$ cat src/brb_pkg.sv
// Shared types and constants for the byte ring buffer.
package brb_pkg;

    localparam int CountW     = 7;
    localparam int ByteW      = 8;
    localparam int StatW      = 11;
    localparam int MaxResults = 64;

    typedef enum logic [1:0] {
        OP_PUSH   = 2'd0,
        OP_POP    = 2'd1,
        OP_DROP   = 2'd2,
        OP_STATUS = 2'd3
    } t_opcode;

    typedef enum logic [1:0] {
        ST_IDLE,
        ST_POP_RD,
        ST_POP_WAIT,
        ST_DROP_RESP
    } t_state;

    typedef struct packed {
        logic [ByteW-1:0] out_byte;
        logic             byte_valid;
        logic             last;
        logic             accepted;
        logic [StatW-1:0] fill_level;
        logic [StatW-1:0] free_space;
        logic [StatW-1:0] contiguous;
    } t_result;

endpackage

$ cat src/brb_ctrl.sv
// Pointer and fill tracking, operation sequencing and result formation.
module brb_ctrl #(
    parameter int DEPTH = 1024,
    parameter int PW    = 10,
    parameter int CW    = 11
) (
    input  logic                       i_clk,
    input  logic                       i_rst_n,
    input  logic                       i_in_valid,
    output logic                       o_in_ready,
    input  brb_pkg::t_opcode           i_opcode,
    input  logic [brb_pkg::ByteW-1:0]  i_push_byte,
    input  logic [brb_pkg::CountW-1:0] i_count,
    input  logic                       i_slot_free,
    output logic                       o_res_valid,
    output brb_pkg::t_result           o_res,
    output logic                       o_mem_we,
    output logic [PW-1:0]              o_mem_waddr,
    output logic [brb_pkg::ByteW-1:0]  o_mem_wdata,
    output logic                       o_mem_re,
    output logic [PW-1:0]              o_mem_raddr,
    input  logic [brb_pkg::ByteW-1:0]  i_mem_rdata
);

    localparam int LW = (CW > brb_pkg::CountW) ? CW : brb_pkg::CountW;
    localparam logic [CW-1:0]   DepthC   = CW'(DEPTH);
    localparam logic [PW:0]     DepthP   = (PW+1)'(DEPTH);
    localparam logic [PW-1:0]   LastPtr  = PW'(DEPTH - 1);
    localparam logic [CW:0]     DepthS   = (CW+1)'(DEPTH);
    localparam logic [LW-1:0]   MaxResL  = LW'(brb_pkg::MaxResults);

    brb_pkg::t_state            r_state, n_state;
    logic [PW-1:0]              r_rp, n_rp;
    logic [PW-1:0]              r_wp, n_wp;
    logic [CW-1:0]              r_fill, n_fill;
    logic [brb_pkg::CountW-1:0] r_left, n_left;

    logic                       w_accept;
    logic [LW-1:0]              w_avail;
    logic [brb_pkg::CountW-1:0] w_pop_n;
    logic [PW:0]                w_drop_sum;
    logic [PW-1:0]              w_drop_rp;
    logic [PW-1:0]              w_rp_inc;
    logic [PW-1:0]              w_wp_inc;
    logic [PW-1:0]              s_rp;
    logic [CW-1:0]              s_fill;
    logic [CW:0]                w_end_sum;
    logic [CW-1:0]              w_contig;

    assign w_avail = (LW'(i_count) < LW'(r_fill)) ? LW'(i_count) : LW'(r_fill);
    assign w_pop_n = (w_avail < MaxResL) ? brb_pkg::CountW'(w_avail)
                                         : brb_pkg::CountW'(MaxResL);
    // w_avail never exceeds the fill, so the sum stays below twice the depth
    assign w_drop_sum = (PW+1)'(r_rp) + (PW+1)'(w_avail);
    assign w_drop_rp  = (w_drop_sum >= DepthP) ? PW'(w_drop_sum - DepthP) : PW'(w_drop_sum);
    assign w_rp_inc   = (r_rp == LastPtr) ? '0 : r_rp + 1'b1;
    assign w_wp_inc   = (r_wp == LastPtr) ? '0 : r_wp + 1'b1;

    always_ff @(posedge i_clk) begin
        if (!i_rst_n) begin
            r_state <= brb_pkg::ST_IDLE;
            r_rp    <= '0;
            r_wp    <= '0;
            r_fill  <= '0;
            r_left  <= '0;
        end else begin
            r_state <= n_state;
            r_rp    <= n_rp;
            r_wp    <= n_wp;
            r_fill  <= n_fill;
            r_left  <= n_left;
        end
    end

    always_comb begin
        n_state     = r_state;
        n_rp        = r_rp;
        n_wp        = r_wp;
        n_fill      = r_fill;
        n_left      = r_left;
        o_in_ready  = (r_state == brb_pkg::ST_IDLE) && i_slot_free;
        w_accept    = i_in_valid && o_in_ready;
        o_res_valid = 1'b0;
        o_res       = '0;
        o_res.last  = 1'b1;
        o_mem_we    = 1'b0;
        o_mem_re    = 1'b0;
        s_rp        = r_rp;
        s_fill      = r_fill;

        case (r_state)
            brb_pkg::ST_IDLE: begin
                if (w_accept) begin
                    case (i_opcode)
                        brb_pkg::OP_PUSH: begin
                            o_res_valid = 1'b1;
                            if (r_fill != DepthC) begin
                                o_mem_we       = 1'b1;
                                n_wp           = w_wp_inc;
                                n_fill         = r_fill + 1'b1;
                                s_fill         = n_fill;
                                o_res.accepted = 1'b1;
                            end
                        end
                        brb_pkg::OP_POP: begin
                            if (w_pop_n == '0) begin
                                o_res_valid = 1'b1;
                            end else begin
                                n_left  = w_pop_n;
                                n_state = brb_pkg::ST_POP_RD;
                            end
                        end
                        brb_pkg::OP_DROP: begin
                            n_rp    = w_drop_rp;
                            n_fill  = r_fill - CW'(w_avail);
                            n_state = brb_pkg::ST_DROP_RESP;
                        end
                        default: begin
                            o_res_valid = 1'b1;
                        end
                    endcase
                end
            end
            brb_pkg::ST_POP_RD: begin
                // consume one byte; its data arrives next cycle
                o_mem_re = 1'b1;
                n_rp     = w_rp_inc;
                n_fill   = r_fill - 1'b1;
                n_left   = r_left - 1'b1;
                n_state  = brb_pkg::ST_POP_WAIT;
            end
            brb_pkg::ST_POP_WAIT: begin
                o_res_valid      = 1'b1;
                o_res.out_byte   = i_mem_rdata;
                o_res.byte_valid = 1'b1;
                o_res.last       = (r_left == '0);
                if (i_slot_free) begin
                    n_state = (r_left == '0) ? brb_pkg::ST_IDLE : brb_pkg::ST_POP_RD;
                end
            end
            brb_pkg::ST_DROP_RESP: begin
                o_res_valid = 1'b1;
                if (i_slot_free) begin
                    n_state = brb_pkg::ST_IDLE;
                end
            end
            default: begin
                n_state = brb_pkg::ST_IDLE;
            end
        endcase

        // bytes readable before the read pointer wraps
        w_end_sum = (CW+1)'(s_rp) + (CW+1)'(s_fill);
        w_contig  = (w_end_sum >= DepthS) ? CW'(DepthS - (CW+1)'(s_rp)) : s_fill;

        o_res.fill_level = brb_pkg::StatW'(s_fill);
        o_res.free_space = brb_pkg::StatW'(DepthC - s_fill);
        o_res.contiguous = brb_pkg::StatW'(w_contig);
    end

    assign o_mem_waddr = r_wp;
    assign o_mem_wdata = i_push_byte;
    assign o_mem_raddr = r_rp;

    logic [CW:0]   w_chk_sum;
    logic [PW-1:0] w_chk_wp;
    assign w_chk_sum = (CW+1)'(r_rp) + (CW+1)'(r_fill);
    assign w_chk_wp  = (w_chk_sum >= DepthS) ? PW'(w_chk_sum - DepthS) : PW'(w_chk_sum);

    a_fill_bound: assert property (@(posedge i_clk) disable iff (!i_rst_n)
        r_fill <= DepthC)
        else $error("fill exceeds depth");

    a_ptr_consistent: assert property (@(posedge i_clk) disable iff (!i_rst_n)
        r_wp == w_chk_wp)
        else $error("write pointer out of step with read pointer and fill");

    a_pop_nonempty: assert property (@(posedge i_clk) disable iff (!i_rst_n)
        r_state == brb_pkg::ST_POP_RD |-> r_fill != '0)
        else $error("pop read issued on empty store");

    a_push_fill: assert property (@(posedge i_clk) disable iff (!i_rst_n)
        (w_accept && i_opcode == brb_pkg::OP_PUSH && r_fill != DepthC)
        |=> r_fill == $past(r_fill) + 1'b1)
        else $error("push did not advance fill");

    a_left_bound: assert property (@(posedge i_clk) disable iff (!i_rst_n)
        r_left <= brb_pkg::CountW'(brb_pkg::MaxResults))
        else $error("pop byte count out of range");

endmodule
$ cat config.mk
export PLATFORM = sky130hd
export DESIGN_NAME = brb_ctrl
export DESIGN_NICKNAME = d
export VERILOG_FILES = /design/src/brb_pkg.sv /design/src/brb_ctrl.sv
export SDC_FILE = /design/constraint.sdc
export NUM_CORES = 1
export LEC_CHECK = 0
export BUFFER_PORTS_ARGS = -buffer_cell sky130_fd_sc_hd__buf_4
export CORE_MARGIN = 1.5
export CORE_UTILIZATION = 56
export DETAILED_ROUTE_END_ITERATION = 6
export PLACE_DENSITY = 0.87
export SYNTH_ARGS = -nofsm -noshare
export SYNTH_HDL_FRONTEND = slang
export SYNTH_SLANG_ARGS = --single-unit
$ cat constraint.sdc
create_clock -name i_clk -period 6.5 [get_ports i_clk]
set_input_delay 1.3 -clock i_clk [delete_from_list [all_inputs] [get_ports i_clk]]
set_output_delay 1.3 -clock i_clk [all_outputs]
set_load 0.005 [all_outputs]
==> reports/results.ini <==
[sta]
worstMarginPinSlew_ns = 0.9061
max_freq_mhz = 160.8
rsz0062_at_grt = false
final_hold_viol_count = 0
final-max-slew-violation-count = 0
period_needed_ns = 6.219
clock-skew-final_ns = 0.01773
max-slew-margin-rel_pct = 39.37
finalSetupViolCount = 0
finalCritPeriodShare_pct = 95.68
setup-tns-final_ns = 0

[setup_path]
r2r.worst_path.cells = 17
critPathTopFamily = simple AND/OR/NAND/NOR gates
criticalPathCategory = input pin to output port
cp_common_cell = buf_4
max_stage_delay_ns = 0.36
crit_chain = buf_4 -> nand3b_1 -> nor2_2 -> and2_1 -> xnor2_1 -> ha_1 -> inv_1 -> fa_1 -> nand3b_1 -> a21o_1 -> a31oi_1 -> o21a_1 -> nor2_1 -> a211oi_2 -> buf_4 -> mux2_4 -> buf_4
slowest_stage = fa_1
critPathMaxFanout = 10
cp.depth = 17
start_kind = input pin
endpoint_kind = output port
required_ns = 5.20
worst-path-buf-inv = 4
arrival_ns = 4.92

[floorplan]
pin_count = 105
core_sq_mm = 0.008299
num_rows = 33
fp.dieW_um = 95.81
start_util_pct = 58.12
dieHeight_um = 95.81
die_area_sq_mm = 0.009179

[cts]
cts_hold_buf = 0
cts_buffer_depth = 2
cts_resized = 0
cts_made_buffers = 5
cts_tree = yes
insertion_delay_ns = 0.31
h-tree-depth = 2
clock-root-buffer = clkbuf_8
cts.clk_slew.worst_paths_ns = 0.10
post_cts_buffers = 0
numClockSinks = 40

[yosys]
ys_seq_area_share_pct = 16.60
async_reset_ff_share_pct = 0
synthCells = 661
yosys_warnings = 0
synth-seq-cells = 40
ys_dominant_reg_cell = dfxtp_1
synth_edf_count = 0
ys_types = 67
syn-cell-area_sq_mm = 0.004823
syn_area_per_cell_sq_um = 7.297

[routing]
wl_mm = 15.64
drt-pass1-iter-count = 6
drt_iter0_markers = 750
viasPerCell = 6.655
num_vias = 5504
drc_errors = 0
postRouteAntennaNets = 0
wire_per_inst_um = 18.91

[global_routing]
antenna_found_initial = 0
grt_pass1_vias = 5268
grt_max_degree = 29
grt_usage_pct = 35.03
grt_pass1_wl_mm = 25.15
grt.overflow.total = 0

[cells_and_area]
diodes = 0
seq_area_sq_um = 800.8
area_growth_pct = 15.54
final_cell_area_sq_mm = 0.005573
nets = 797
multi_input_area_sq_mm = 0.003671
layout-drive-gt1-share_pct = 16.62
fillerInstances = 696

[status]
outcome = finished, final reports clean

[place]
io_buffers = 88
dpl.hpwl_mm = 11.83
gp_congestion = 0.9937
place_area_sq_mm = 0.005451

[min_path]
worstHoldPathCells = 2
hp-class = flop to flop

[pwr]
p_leak_uw = 0.002584
power_density_mw_per_mm2 = 191.7
peakVddDrop_v = 0.0001486

[run]
cap_viol_max_count = 0

[path summary, 6_finish.rpt]
check | slack (ns) | to | start
max | 0.28 | o_res[9] | i_opcode[0]
min reg2reg | 0.50 | r_left[6] | r_left[6]
min | 0.50 | r_left[6] | r_left[6]
max reg2reg | 1.15 | r_fill[10] | r_fill[4]
[cells in the mapped netlist (all sizes together), types with 5 or more instances]
cell type	instances	area, sq um
a211oi	8	65.06
a21o	15	112.6
a21oi	37	185.2
a22oi	5	37.54
a31oi	14	93.84
and2	9	56.30
and3	15	93.84
buf	18	118.9
clkbuf	23	86.33
dfxtp	40	800.8
ha	44	550.5
inv	37	138.9
mux2i	8	80.08
nand2	43	161.4
nand3	25	125.1
nand3b	5	37.54
nand4	11	68.82
nor2	72	272.8
nor3	24	125.1
nor4	10	77.57
o211ai	6	45.04
o21a	9	67.56
o21ai	43	215.2
o31ai	6	45.04
or3	8	55.05
or4	6	45.04
xnor2	34	297.8
xor2	17	148.9
[cells by family after synthesis]
group,Yosys count,synth area share [%]
AOI/OAI and AO/OA,183,25.21
xor gates and xnor gates,51,9.261
adders and majority gates,47,12.66
buffers and inverters,81,7.367
DFF,40,16.60
muxes,12,2.905
other,1,0.07775
and+or+nand+nor,246,25.91
[layout by cell type, fill, tap and decap left out, drive strengths merged, types with 8 or more instances in the layout]
cell type | netlist | layout
or3 | 8 | 8
xnor2 | 34 | 34
ha | 44 | 44
a21oi | 37 | 37
dfxtp | 40 | 40
nor3 | 24 | 24
nand2 | 43 | 43
xor2 | 17 | 17
a21o | 15 | 15
nor4 | 10 | 10
nand3 | 25 | 25
o21ai | 43 | 43
inv | 37 | 37
and3 | 15 | 15
and2 | 9 | 9
o21a | 9 | 9
nor2 | 72 | 72
mux2i | 8 | 8
a31oi | 14 | 14
buf | 18 | 93
a211oi | 8 | 8
nand4 | 11 | 11
[registers in the layout, indices dropped and copies added, names as in the netlist]
register     count
o_mem_raddr     10
o_mem_waddr     10
r_fill          11
r_left           7
r_state          2
[report_power, final]
part	switching (uW)	internal, uW	total (uW)
Sequential	41.7	258	300
Combinational	297	245	542
Clock	99.9	126	226
Total	439	629	1070
[final cells by class]
type / count / share of cell area, %
inverters: 40 / 2.694
clock buffers: 6 / 1.482
clock inverters: 2 / 0.6960
repair buffers: 93 / 12.53
multi-input cells: 541 / 65.87
well taps: 105 / 2.357
flip-flops and latches: 40 / 14.37
[tightest hold or removal path, cell delays in order (launching register included)]
cell and delay (ns):
dfxtp_1 0.32, o311ai_0 0.08, a21oi_1 0.06
[per-stage QoR]
| stage | setup WS, ns | total power, uW | std cells | hold WS [ns] | utilization [%] |
|---|---|---|---|---|---|
| floorplan | 0.6734 | 658.5 | 662 | 0.4569 | - |
| global placement | 0.5049 | 811.4 | 819 | 0.4764 | 65.69 |
| CTS | 0.3410 | 1055 | 827 | 0.5003 | 67.15 |
| global route | 0.01019 | 1132 | 827 | 0.5279 | 67.15 |
| detailed placement | 0.3895 | 832.2 | 819 | 0.4872 | 65.69 |
| finish | 0.2811 | 1068 | 827 | 0.5025 | 67.15 |
[layer usage]
metal / vias to the layer above / routed length [um] / share of wire [%] / global-route usage, %
met4: 0 / 695 / 4.4 / 20.22
met3: 88 / 1903 / 12 / 7.820
met1: 2472 / 5908 / 38 / 42.45
met5: - / 0 / 0 / 0
met2: 415 / 7132 / 46 / 56.75
li1: 2529 / - / - / -
Note: power is estimated with default switching activity, not from simulation.
